--- src/jan_pkg.sv ---
package jan_pkg;

  // Width of a raw sample and of every calibration point.
  localparam int SAMPLE_BITS = 12;
  // The divider yields floor(d * 128 / D) with d <= D, which needs eight quotient bits.
  localparam int QUO_BITS    = 8;
  localparam int DIV_STEPS   = QUO_BITS;
  localparam int LEVEL_BITS  = 8;
  localparam int GRADE_BITS  = 3;
  localparam int CFG_IDX_BITS = 3;

  localparam logic [LEVEL_BITS-1:0] LEVEL_MIN    = 8'd0;
  localparam logic [LEVEL_BITS-1:0] LEVEL_CENTRE = 8'd127;
  localparam logic [LEVEL_BITS-1:0] LEVEL_MAX    = 8'd255;

  // Grade band edges; the last edge is inclusive.
  localparam logic [LEVEL_BITS-1:0] GRADE_EDGE_1 = 8'd18;
  localparam logic [LEVEL_BITS-1:0] GRADE_EDGE_2 = 8'd64;
  localparam logic [LEVEL_BITS-1:0] GRADE_EDGE_3 = 8'd96;
  localparam logic [LEVEL_BITS-1:0] GRADE_EDGE_4 = 8'd178;
  localparam logic [LEVEL_BITS-1:0] GRADE_EDGE_5 = 8'd229;
  localparam logic [LEVEL_BITS-1:0] GRADE_EDGE_6 = 8'd240;

  localparam logic [SAMPLE_BITS-1:0] RST_LOW    = 12'd0;
  localparam logic [SAMPLE_BITS-1:0] RST_CENTRE = 12'd2048;
  localparam logic [SAMPLE_BITS-1:0] RST_HIGH   = 12'd4095;

  typedef enum logic [CFG_IDX_BITS-1:0] {
    REG_X_LOW    = 3'd0,
    REG_X_CENTRE = 3'd1,
    REG_X_HIGH   = 3'd2,
    REG_Y_LOW    = 3'd3,
    REG_Y_CENTRE = 3'd4,
    REG_Y_HIGH   = 3'd5
  } cfg_idx_t;

  // Which segment of the transfer curve a sample falls in.
  typedef enum logic [2:0] {
    MODE_BELOW,
    MODE_LOWER,
    MODE_UPPER,
    MODE_FLAT,
    MODE_ABOVE
  } mode_t;

  typedef struct packed {
    logic [SAMPLE_BITS-1:0] x_sample;
    logic [SAMPLE_BITS-1:0] y_sample;
  } in_t;

  typedef struct packed {
    logic [LEVEL_BITS-1:0] x_level;
    logic [LEVEL_BITS-1:0] y_level;
    logic [GRADE_BITS-1:0] x_grade;
    logic [GRADE_BITS-1:0] y_grade;
    logic                  calib_error;
  } out_t;

  typedef struct packed {
    logic [SAMPLE_BITS-1:0] x_low;
    logic [SAMPLE_BITS-1:0] x_centre;
    logic [SAMPLE_BITS-1:0] x_high;
    logic [SAMPLE_BITS-1:0] y_low;
    logic [SAMPLE_BITS-1:0] y_centre;
    logic [SAMPLE_BITS-1:0] y_high;
  } cal_t;

  // One axis in flight through the divider chain.
  typedef struct packed {
    logic [SAMPLE_BITS:0]   rem;
    logic [SAMPLE_BITS-1:0] div;
    logic [QUO_BITS-1:0]    quo;
    mode_t                  mode;
  } lane_t;

  typedef struct packed {
    lane_t x;
    lane_t y;
    logic  err;
  } stage_t;

endpackage

--- src/jan_front.sv ---
module jan_front (
  input  logic          clk,
  input  logic          rst_n,
  input  logic          up_valid,
  output logic          up_ready,
  input  jan_pkg::in_t  up_data,
  input  jan_pkg::cal_t cal,
  output logic          dn_valid,
  input  logic          dn_ready,
  output jan_pkg::stage_t dn_data
);

  logic            valid_r;
  jan_pkg::stage_t data_r;
  jan_pkg::stage_t data_nxt;

  // Picks the curve segment and sets up dividend offset and divisor span.
  function automatic jan_pkg::lane_t setup(
    input logic [jan_pkg::SAMPLE_BITS-1:0] s,
    input logic [jan_pkg::SAMPLE_BITS-1:0] lo,
    input logic [jan_pkg::SAMPLE_BITS-1:0] mid,
    input logic [jan_pkg::SAMPLE_BITS-1:0] hi
  );
    jan_pkg::lane_t l;
    logic [jan_pkg::SAMPLE_BITS-1:0] d;
    l.quo  = '0;
    l.div  = '0;
    l.mode = jan_pkg::MODE_BELOW;
    d      = '0;
    if (s < lo) begin
      l.mode = jan_pkg::MODE_BELOW;
    end else if (s < mid) begin
      l.mode = jan_pkg::MODE_LOWER;
      d      = s - lo;
      l.div  = mid - lo;
    end else if (s <= hi) begin
      d     = s - mid;
      l.div = hi - mid;
      l.mode = (l.div == '0) ? jan_pkg::MODE_FLAT : jan_pkg::MODE_UPPER;
    end else begin
      l.mode = jan_pkg::MODE_ABOVE;
    end
    l.rem = {1'b0, d};
    return l;
  endfunction

  always_comb begin
    data_nxt.x   = setup(up_data.x_sample, cal.x_low, cal.x_centre, cal.x_high);
    data_nxt.y   = setup(up_data.y_sample, cal.y_low, cal.y_centre, cal.y_high);
    data_nxt.err = (cal.x_centre <= cal.x_low) || (cal.x_high <= cal.x_centre) ||
                   (cal.y_centre <= cal.y_low) || (cal.y_high <= cal.y_centre);
  end

  assign up_ready = !valid_r || dn_ready;
  assign dn_valid = valid_r;
  assign dn_data  = data_r;

  always_ff @(posedge clk) begin
    if (!rst_n) begin
      valid_r <= 1'b0;
    end else if (up_ready) begin
      valid_r <= up_valid;
    end
  end

  always_ff @(posedge clk) begin
    if (up_valid && up_ready) begin
      data_r <= data_nxt;
    end
  end

endmodule

--- src/jan_cell.sv ---
module jan_cell (
  input  logic            clk,
  input  logic            rst_n,
  input  logic            up_valid,
  output logic            up_ready,
  input  jan_pkg::stage_t up_data,
  output logic            dn_valid,
  input  logic            dn_ready,
  output jan_pkg::stage_t dn_data
);

  logic            valid_r;
  jan_pkg::stage_t data_r;
  jan_pkg::stage_t data_nxt;

  // One restoring step: compare, conditionally subtract, shift left.
  function automatic jan_pkg::lane_t step(input jan_pkg::lane_t l);
    jan_pkg::lane_t o;
    logic fits;
    logic [jan_pkg::SAMPLE_BITS:0] diff;
    o    = l;
    fits = (l.rem >= {1'b0, l.div});
    diff = fits ? (l.rem - {1'b0, l.div}) : l.rem;
    o.quo = {l.quo[jan_pkg::QUO_BITS-2:0], fits};
    o.rem = {diff[jan_pkg::SAMPLE_BITS-1:0], 1'b0};
    return o;
  endfunction

  always_comb begin
    data_nxt     = up_data;
    data_nxt.x   = step(up_data.x);
    data_nxt.y   = step(up_data.y);
  end

  assign up_ready = !valid_r || dn_ready;
  assign dn_valid = valid_r;
  assign dn_data  = data_r;

  always_ff @(posedge clk) begin
    if (!rst_n) begin
      valid_r <= 1'b0;
    end else if (up_ready) begin
      valid_r <= up_valid;
    end
  end

  always_ff @(posedge clk) begin
    if (up_valid && up_ready) begin
      data_r <= data_nxt;
    end
  end

endmodule

--- src/jan_back.sv ---
module jan_back (
  input  logic            clk,
  input  logic            rst_n,
  input  logic            up_valid,
  output logic            up_ready,
  input  jan_pkg::stage_t up_data,
  output logic            dn_valid,
  input  logic            dn_ready,
  output jan_pkg::out_t   dn_data
);

  logic          valid_r;
  jan_pkg::out_t data_r;
  jan_pkg::out_t data_nxt;

  function automatic logic [jan_pkg::LEVEL_BITS-1:0] level_of(input jan_pkg::lane_t l);
    logic [jan_pkg::LEVEL_BITS:0] sum;
    logic [jan_pkg::LEVEL_BITS-1:0] lv;
    sum = {1'b0, jan_pkg::LEVEL_CENTRE} + {1'b0, l.quo};
    lv  = jan_pkg::LEVEL_MIN;
    unique case (l.mode)
      jan_pkg::MODE_BELOW: lv = jan_pkg::LEVEL_MIN;
      jan_pkg::MODE_LOWER: lv = l.quo;
      jan_pkg::MODE_UPPER: lv = sum[jan_pkg::LEVEL_BITS] ? jan_pkg::LEVEL_MAX
                                                         : sum[jan_pkg::LEVEL_BITS-1:0];
      jan_pkg::MODE_FLAT:  lv = jan_pkg::LEVEL_CENTRE;
      jan_pkg::MODE_ABOVE: lv = jan_pkg::LEVEL_MAX;
      default:             lv = jan_pkg::LEVEL_MIN;
    endcase
    return lv;
  endfunction

  function automatic logic [jan_pkg::GRADE_BITS-1:0] grade_of(
    input logic [jan_pkg::LEVEL_BITS-1:0] lv
  );
    logic [jan_pkg::GRADE_BITS-1:0] g;
    priority if (lv < jan_pkg::GRADE_EDGE_1)  g = 3'd1;
    else if (lv < jan_pkg::GRADE_EDGE_2)      g = 3'd2;
    else if (lv < jan_pkg::GRADE_EDGE_3)      g = 3'd3;
    else if (lv < jan_pkg::GRADE_EDGE_4)      g = 3'd4;
    else if (lv < jan_pkg::GRADE_EDGE_5)      g = 3'd5;
    else if (lv <= jan_pkg::GRADE_EDGE_6)     g = 3'd6;
    else                                      g = 3'd7;
    return g;
  endfunction

  always_comb begin
    data_nxt.x_level     = level_of(up_data.x);
    data_nxt.y_level     = level_of(up_data.y);
    data_nxt.x_grade     = grade_of(data_nxt.x_level);
    data_nxt.y_grade     = grade_of(data_nxt.y_level);
    data_nxt.calib_error = up_data.err;
  end

  assign up_ready = !valid_r || dn_ready;
  assign dn_valid = valid_r;
  assign dn_data  = data_r;

  always_ff @(posedge clk) begin
    if (!rst_n) begin
      valid_r <= 1'b0;
    end else if (up_ready) begin
      valid_r <= up_valid;
    end
  end

  always_ff @(posedge clk) begin
    if (up_valid && up_ready) begin
      data_r <= data_nxt;
    end
  end

endmodule

--- src/joystick_axis_normalize_grade.sv ---
// Channel   Direction  Handshake               Word
// in_       input      in_valid / in_ready     in_data: x_sample, y_sample
// out_      output     out_valid / out_ready   out_data: levels, grades, calib_error
// cfg_      input      cfg_valid / cfg_ready   cfg_index, cfg_data (always ready)
//
// One word enters per cycle and a result leaves per cycle when out_ready is held high.
// The path holds one setup stage, eight divider cells and one output register.
// The divider chain sets the depth, one quotient bit per cell for both axes at once.
// Reset clears every stage's valid flag and loads the default calibration points.
// A stall holds only the stages behind a full one; empty stages keep filling, so in_ready
// stays high while there is room anywhere in the chain.
module joystick_axis_normalize_grade (
  input  logic                                clk,
  input  logic                                rst_n,
  input  logic                                in_valid,
  output logic                                in_ready,
  input  jan_pkg::in_t                        in_data,
  output logic                                out_valid,
  input  logic                                out_ready,
  output jan_pkg::out_t                       out_data,
  input  logic                                cfg_valid,
  output logic                                cfg_ready,
  input  logic [jan_pkg::CFG_IDX_BITS-1:0]    cfg_index,
  input  logic [jan_pkg::SAMPLE_BITS-1:0]     cfg_data
);

  // Calibration registers. The user must change them only while the pipeline is empty, so
  // the setup stage may read them directly; the block itself does not enforce this.
  jan_pkg::cal_t cal_r;
  jan_pkg::cal_t cal_nxt;

  assign cfg_ready = 1'b1;

  always_comb begin
    cal_nxt = cal_r;
    if (cfg_valid) begin
      unique case (cfg_index)
        jan_pkg::REG_X_LOW:    cal_nxt.x_low    = cfg_data;
        jan_pkg::REG_X_CENTRE: cal_nxt.x_centre = cfg_data;
        jan_pkg::REG_X_HIGH:   cal_nxt.x_high   = cfg_data;
        jan_pkg::REG_Y_LOW:    cal_nxt.y_low    = cfg_data;
        jan_pkg::REG_Y_CENTRE: cal_nxt.y_centre = cfg_data;
        jan_pkg::REG_Y_HIGH:   cal_nxt.y_high   = cfg_data;
        default:               cal_nxt          = cal_r;
      endcase
    end
  end

  always_ff @(posedge clk) begin
    if (!rst_n) begin
      cal_r.x_low    <= jan_pkg::RST_LOW;
      cal_r.x_centre <= jan_pkg::RST_CENTRE;
      cal_r.x_high   <= jan_pkg::RST_HIGH;
      cal_r.y_low    <= jan_pkg::RST_LOW;
      cal_r.y_centre <= jan_pkg::RST_CENTRE;
      cal_r.y_high   <= jan_pkg::RST_HIGH;
    end else begin
      cal_r <= cal_nxt;
    end
  end

  // Handshake signals along the chain: index 0 is the setup stage output,
  // index k is the output of divider cell k.
  logic            st_valid [jan_pkg::DIV_STEPS+1];
  logic            st_ready [jan_pkg::DIV_STEPS+1];
  jan_pkg::stage_t st_data  [jan_pkg::DIV_STEPS+1];

  // The setup stage compares each sample against its axis points and
  // prepares the offset and span that the divider cells work on.
  jan_front u_front (
    .clk      (clk),
    .rst_n    (rst_n),
    .up_valid (in_valid),
    .up_ready (in_ready),
    .up_data  (in_data),
    .cal      (cal_r),
    .dn_valid (st_valid[0]),
    .dn_ready (st_ready[0]),
    .dn_data  (st_data[0])
  );

  // Each cell resolves one quotient bit of offset * 128 / span, MSB first.
  for (genvar k = 0; k < jan_pkg::DIV_STEPS; k++) begin : g_cell
    jan_cell u_cell (
      .clk      (clk),
      .rst_n    (rst_n),
      .up_valid (st_valid[k]),
      .up_ready (st_ready[k]),
      .up_data  (st_data[k]),
      .dn_valid (st_valid[k+1]),
      .dn_ready (st_ready[k+1]),
      .dn_data  (st_data[k+1])
    );
  end

  // The output stage turns the quotient into a level, grades it, and holds
  // the finished word until the consumer takes it.
  jan_back u_back (
    .clk      (clk),
    .rst_n    (rst_n),
    .up_valid (st_valid[jan_pkg::DIV_STEPS]),
    .up_ready (st_ready[jan_pkg::DIV_STEPS]),
    .up_data  (st_data[jan_pkg::DIV_STEPS]),
    .dn_valid (out_valid),
    .dn_ready (out_ready),
    .dn_data  (out_data)
  );

endmodule
--- config.mk ---
export PLATFORM = sky130hd
export DESIGN_NAME = joystick_axis_normalize_grade
export DESIGN_NICKNAME = d
export VERILOG_FILES = /design/src/jan_pkg.sv /design/src/jan_front.sv /design/src/jan_cell.sv /design/src/jan_back.sv /design/src/joystick_axis_normalize_grade.sv
export SDC_FILE = /design/constraint.sdc
export NUM_CORES = 1
export LEC_CHECK = 0
export ABC_AREA = 1
export BUFFER_PORTS_ARGS = -buffer_cell sky130_fd_sc_hd__buf_2
export CAP_MARGIN = 20
export CELL_PAD_IN_SITES_DETAIL_PLACEMENT = 2
export CELL_PAD_IN_SITES_GLOBAL_PLACEMENT = 2
export CORE_UTILIZATION = 36
export DETAILED_ROUTE_END_ITERATION = 6
export PLACE_DENSITY_LB_ADDON = 0.25
export SLEW_MARGIN = 20
export SYNTH_ARGS = -nofsm -noshare
export SYNTH_HDL_FRONTEND = slang
export SYNTH_HIERARCHICAL = 1
export SYNTH_SLANG_ARGS = --single-unit
--- constraint.sdc ---
create_clock -name clk -period 5.47 [get_ports clk]
set_input_delay 0.547 -clock clk [delete_from_list [all_inputs] [get_ports clk]]
set_output_delay 0.547 -clock clk [all_outputs]
set_load 0.01 [all_outputs]
==> key figures, run 1 <==
GRT
  • Met1 global-route usage: 0.260
  • Gr usage total: 0.228
  • Total congestion overflow: 0
  • Grt peak-use layer: met2
  • M3 GR Usage: 0.0244
  • First-pass GRT wire length: 212000 um
  • Pin count of the biggest net entering global routing: 70
  • Initial antenna violation count: 0
  • Vias in the first global route: 38700
  • Met2 GRT Util: 0.436

Route
  • WL final: 134000 um
  • Wire per inst: 19.6 um
  • Via count: 34400
  • Iteration count of the initial detailed-routing pass: 5
  • Post-DRT Antenna Nets: 0
  • DR vias/cell: 5.03
  • DRC: 0
  • Initial drt markers: 1209

Placement
  • Cell Count Post-Placement: 6701
  • Post-detail-place hpwl: 109000 um
  • RePlAce Congestion: 0.845
  • Pre-CTS setup slack: 1.92 ns
  • Port-buffer cells: 68

Worst setup path
  • Worst setup EP type: output pin
  • CP Launch Point: u_back/dn_valid
  • Critical Path Max Stage Delay: 0.37 ns
  • Crit path required time: 4.92 ns
  • Launch point of the worst reg-to-reg path: u_back/dn_valid
  • Flop2flop setup slack: 2.27 ns
  • CP most frequent cell: nand2_1
  • Maximum fanout along the worst path: 3
  • Worst Setup EP: in_ready
  • Depth of the most critical reg-to-reg path: 18
  • Critical path class: flip-flop to output pin
  • RR Endpoint: g_cell[0].u_cell/dn_data[50]
  • CP max-delay cell: dfxtp_1
  • Crit path DAT: 3.34 ns
  • Worst Setup Start Kind: flip-flop
  • Critical path cell sequence: nand2_1, inv_1, nand2_1, inv_1, nand2_1, inv_1, nand2_1, inv_1, nand2_1, inv_1, nand2_1, inv_1, nand2_1, inv_1, nand2_1, inv_1, nand2_1, inv_1, nand2_1, buf_2

Pwr
  • Psw: 3850 uW
  • Internal: 9110 uW
  • Sw frac: 0.297
  • Comb pwr share: 0.183
  • Peak supply drop: 0.185 mV
  • Leakage: 0.0219 uW
  • Final Total Pwr: 13000 uW
  • Sequential power share: 0.427
  • Clock share of power: 0.390
  • PD cells: 279 nW/um2

STA
  • Unrepaired setup endpoints after global routing: no
  • Worst Max-Slew Pin Slew: 1.00 ns
  • Final setup margin: 1.59 ns
  • Fmax: 258 MHz
  • Setup TNS: 0 ns
  • Worst Skew: 0.0250 ns
  • Final-report setup violation count: 0
  • Max-slew headroom: 0.332
  • Post-route clock period utilization: 0.710
  • Final hold vios: 0
  • Fin crit period: 3.88 ns
  • Final Max Tran Viols: 0

Die
  • Core Area: 116000 um2
  • Die Y-Extent: 344 um
  • Row count: 125
  • Starting Density: 0.363
  • Top-Level Pins: 70
  • Die width: 344 um
  • Die area: 118000 um2

Outcome
  • Outcome: finished clean

Clock tree
  • CTS tree: yes
  • TritonCTS Buffers: 76
  • Clk Latency, worst-skew pair: 0.65 ns
  • Clk sinks: 624
  • Clk slew on worst S/H paths: 0.06 ns
  • Root Buffer Master: clkbuf_16
  • Setup bufs post-CTS: 0
  • Cts hold-fix bufs: 0
  • H-tree Lvls: 3
  • Clock Tree Buf Depth: 3
  • Cts repair resizes: 0

Run
  • Maxcap violations: 0

Min path
  • Hold path cells: 3
  • Min-delay worst type: input port to flip-flop

Yosys
  • Synth Cell Area: 42100 um2
  • Yosys warning count: 6
  • Mapped Cells: 5175
  • Synth Area per Inst: 8.14 um2

Cells and area
  • Layout cell share with drive strength beyond 1: 0.0987
  • Final net count: 5636
  • P&R area growth vs syn: 10.0%
  • Finished Layout Cells: 6843
  • Fillers: 13300
-- stage by stage --
| stage | utilization | cell area (um2) | hold slack (ns) |
|---|---|---|---|
| 5_1_grt | 0.400 | 46400 | 0.189 |
| 2_1_floorplan | - | 42200 | 0.400 |
| 4_1_cts | 0.399 | 46300 | 0.163 |
| 3_5_place_dp | 0.378 | 43900 | 0.408 |
| 6_report | 0.400 | 46400 | 0.196 |
| 3_3_place_gp | 0.378 | 43900 | 0.401 |
-- layout by cell type, fill, tap and decap left out, drive strengths merged, types with 7 or more instances in the layout --
master and n:
buf 83, o211ai 7, xnor2 24, xor2 89, nor3 47, fa 22, nor2 409, clkinv 30
conb 17, nand4 144, nand3b 26, a21oi 214, nand2 1521, inv 981, clkbuf 98, nand3 446
dfxtp 82, or2 19, o21ai 154, ha 314, a21boi 10, edfxtp 542
-- how the worst min path moves through the flow --
stage                              endpoint  slack (ns)                          from
2_1_floorplan   g_cell[0].u_cell/dn_data[0]        0.40            u_front/dn_data[0]
3_3_place_gp   g_cell[5].u_cell/dn_data[45]        0.40  g_cell[4].u_cell/dn_data[44]
3_5_place_dp    g_cell[7].u_cell/dn_data[2]        0.41   g_cell[6].u_cell/dn_data[2]
4_1_cts                            cal_r[0]        0.16                   cfg_data[0]
5_1_grt                            cal_r[1]        0.19                   cfg_data[1]
6_report                           cal_r[0]        0.20                   cfg_data[0]
-- sequential cells by signal, indices dropped and copies added, names as in the netlist --
signal                  flops
g_cell.u_cell/dn_data     464
u_back/dn_valid             1
cal_r                      72
u_back/dn_data             23
u_front/dn_valid            1
g_cell.u_cell/dn_valid      8
u_front/dn_data            55
-- critical path, delay by kind of cell, from the launching register on --
| family | cells | cell delay [ns] |
|---|---|---|
| buf+inv | 10 | 1.31 |
| simple gates | 10 | 0.98 |
| flops | 1 | 0.37 |
-- power groups by stage --
stage | clock (uW) | combinational [uW] | sequential [uW]
3_5_place_dp | 0 | 2380 | 5640
4_1_cts | 5190 | 2410 | 5540
6_report | 5050 | 2380 | 5530
5_1_grt | 5350 | 2670 | 5550
3_3_place_gp | 0 | 2260 | 5630
2_1_floorplan | 0 | 1730 | 5560
-- final cells by class --
cell class,count,area [um2],area share
repair buffers,83,485,0.0105
flip-flops and latches,624,17900,0.386
clock buffers,98,2090,0.0450
inverters,977,3690,0.0795
multi-input cells,3494,19900,0.430
well taps,1524,1910,0.0411
diodes,1,2.50,0.0000540
clock inverters,42,363,0.00782
-- per-layer routing --
metal	share of wire	routed length [um]
met5	0	0
met4	0.032	4260
met3	0.020	2740
met2	0.53	71500
met1	0.41	55300
(Power assumes the default switching activity.)
==> run 2: changes to the inputs <==
--- a/config.mk
+++ b/config.mk
@@ -10,7 +10,7 @@
 export CAP_MARGIN = 20
 export CELL_PAD_IN_SITES_DETAIL_PLACEMENT = 2
 export CELL_PAD_IN_SITES_GLOBAL_PLACEMENT = 2
-export CORE_UTILIZATION = 36
+export CORE_UTILIZATION = 40
 export DETAILED_ROUTE_END_ITERATION = 6
 export PLACE_DENSITY_LB_ADDON = 0.25
 export SLEW_MARGIN = 20
==> constraint.sdc (replaced) <==
create_clock -name clk -period 3.68 [get_ports clk]
set_input_delay 0.368 -clock clk [delete_from_list [all_inputs] [get_ports clk]]
set_output_delay 0.368 -clock clk [all_outputs]
set_load 0.01 [all_outputs]
==> key figures, run 2 (synthesized netlist as in run 1, its figures left out) <==
Cells and area
  • Final net count: 5648 (+0.21%)
  • Most frequent cells in the layout: 1456 x nand2_1, 942 x inv_1, 542 x edfxtp_1
  • Commonest non-fill, non-tap cell in the layout: nand2_1
  • Fillers: 11800 (-11%)
  • # diodes: 0 (-1)
  • Max reg flops: 464 (unchanged)
  • P&R area growth vs syn: 10.0% (about the same)
  • Layout cell share with drive strength beyond 1: 0.102 (+0.00332)

Route
  • DR vias/cell: 5.20 (+3.4%)
  • WL final: 140000 um (+4.3%)
  • Wire per inst: 20.8 um (+6.4%)
  • Initial drt markers: 1434 (+19%)
  • Post-DRT Antenna Nets: 0 (unchanged)
  • Iteration count of the initial detailed-routing pass: 5 (unchanged)
  • DRC: 0 (unchanged)
  • Via count: 34900 (+1.4%)

Outcome
  • Outcome: finished clean

GRT
  • Pin count of the biggest net entering global routing: 70 (unchanged)
  • First-pass GRT wire length: 220000 um (+4.1%)
  • Vias in the first global route: 39400 (+1.8%)
  • Gr usage total: 0.262 (+0.0345)
  • Initial antenna violation count: 0 (unchanged)
  • Total congestion overflow: 0 (unchanged)

Worst setup path
  • Critical path class: flip-flop to output pin
  • Crit path required time: 3.31 ns (-1.61 ns)
  • Maximum fanout along the worst path: 3 (unchanged)
  • Crit path DAT: 3.05 ns (-0.29 ns)
  • Worst setup EP type: output pin
  • Worst Setup Start Kind: flip-flop

STA
  • Fmax: 292 MHz
  • Fin crit period: 3.42 ns
  • Final setup margin: 0.258 ns (-1.33 ns)
  • Setup TNS: 0 ns (unchanged)
  • Final-report setup violation count: 0 (unchanged)
  • Unrepaired setup endpoints after global routing: no
  • Final hold vios: 0 (unchanged)
  • Worst Max-Slew Pin Slew: 1.01 ns (+0.0119 ns)
  • Worst Skew: 0.0302 ns (+0.00524 ns)
  • Post-route clock period utilization: 0.930
  • Final Max Tran Viols: 0 (unchanged)
  • Max-slew headroom: 0.324 (-0.00873)

Pwr
  • Peak supply drop: 0.336 mV (+81%)
  • PD cells: 421 nW/um2 (+51%)
  • Leakage: 0.0219 uW (+0.23%)
  • Final Total Pwr: 19500 uW (+51%)

Min path
  • Min-delay worst type: input port to flip-flop

Run
  • Maxcap violations: 0 (unchanged)

Die
  • Core Area: 104000 um2 (-10%)
  • Die Y-Extent: 327 um (-5.1%)
  • Die area: 107000 um2 (-9.9%)
  • Die width: 327 um (-5.1%)
  • Starting Density: 0.405 (+0.0423)
  • Row count: 118 (-5.6%)
  • Top-Level Pins: 70 (unchanged)

Clock tree
  • Clk sinks: 624 (unchanged)
  • H-tree Lvls: 3 (unchanged)
  • CTS tree: yes
  • TritonCTS Buffers: 77 (+1.3%)
  • Clk slew on worst S/H paths: 0.06 ns (about the same)
  • Root Buffer Master: clkbuf_16
  • Clk Latency, worst-skew pair: 0.67 ns (+0.02 ns)
  • Clock Tree Buf Depth: 3 (unchanged)

Placement
  • Pre-CTS setup slack: -0.0300 ns (-1.95 ns)
  • RePlAce Congestion: 0.870 (+3.0%)
  • Post-detail-place hpwl: 111000 um (+1.8%)
  • Port-buffer cells: 68 (unchanged)
## run 2: cell count changes in the layout (fill, tap and decap cells not counted), moves of 3 or more
cell / change
clkinv_1: -5
inv_1: -8
clkbuf_1: +3
nand2_1: -3
nand2_2: +3
inv_2: +8
clkbuf_8: +4
dlygate4sd3_1: +7
buf_4: +4
## run 2: layout make-up
type / instances / area (um2) / area share
clock buffer: 102 / 2110 / 0.0456
clock inverter: 40 / 400 / 0.00864
inverter: 977 / 3690 / 0.0795
multi-input combinational: 3494 / 19900 / 0.430
sequential: 624 / 17900 / 0.386
tap: 1380 / 1730 / 0.0372
timing repair buffer: 94 / 578 / 0.0125
## run 2: worst paths after layout
path | from | endpoint | slack (ns) | cells after the start
hold / removal | cfg_data[0] | cal_r[0] | 0.03 | 3
setup reg to reg | u_back/dn_valid | u_front/dn_data[65] | 0.40 | 20
hold reg to reg | g_cell[5].u_cell/dn_data[43] | g_cell[6].u_cell/dn_data[44] | 0.41 | 0
setup / recovery | u_back/dn_valid | in_ready | 0.26 | 20
## run 2: metal layers
layer,GRT usage,vias to the layer above,share of wire
met5,0,-,0
met4,0.0913,0,0.034
met3,0.0233,243,0.018
met2,0.518,391,0.55
met1,0.287,17300,0.40
li1,-,16900,-
## run 2: worst max-delay path, stage by stage (launching register included)
cell     delay, ns
dfxtp_2       0.36
nand2_1       0.10
inv_2         0.09
nand2_2       0.08
inv_2         0.10
nand2_1       0.09
inv_2         0.09
nand2_1       0.08
inv_2         0.09
nand2_1       0.07
inv_1         0.12
nand2_1       0.10
inv_2         0.10
nand2_2       0.10
inv_2         0.11
nand2_1       0.11
inv_2         0.11
nand2_1       0.10
inv_2         0.11
nand2_2       0.11
buf_2         0.17
## run 2: per-stage QoR
stage / cells / instance area [um2] / hold WS, ns / utilization
CTS: 6711 / 46400 / 0.00258 / 0.446
floorplan: 5183 / 42200 / 0.400 / -
finish: 6711 / 46400 / 0.0276 / 0.446
global placement: 6562 / 43800 / 0.401 / 0.421
detailed placement: 6562 / 43800 / 0.406 / 0.421
global route: 6711 / 46400 / 0.0360 / 0.446
## run 2: power by group
part | leakage, uW | switching, uW | internal (uW)
clock | 0.00122 | 3230 | 4430
sequential | 0.00566 | 209 | 8020
combinational | 0.0150 | 2470 | 1160
## run 2: repair_timing
item                                   CTS  global route
endpoints found under the hold margin    8             0
setup endpoints to repair                1             1
buffers inserted                         0             0
pin swaps                                0             0
gates resized for setup                  7             5
hold buffers                             7             0
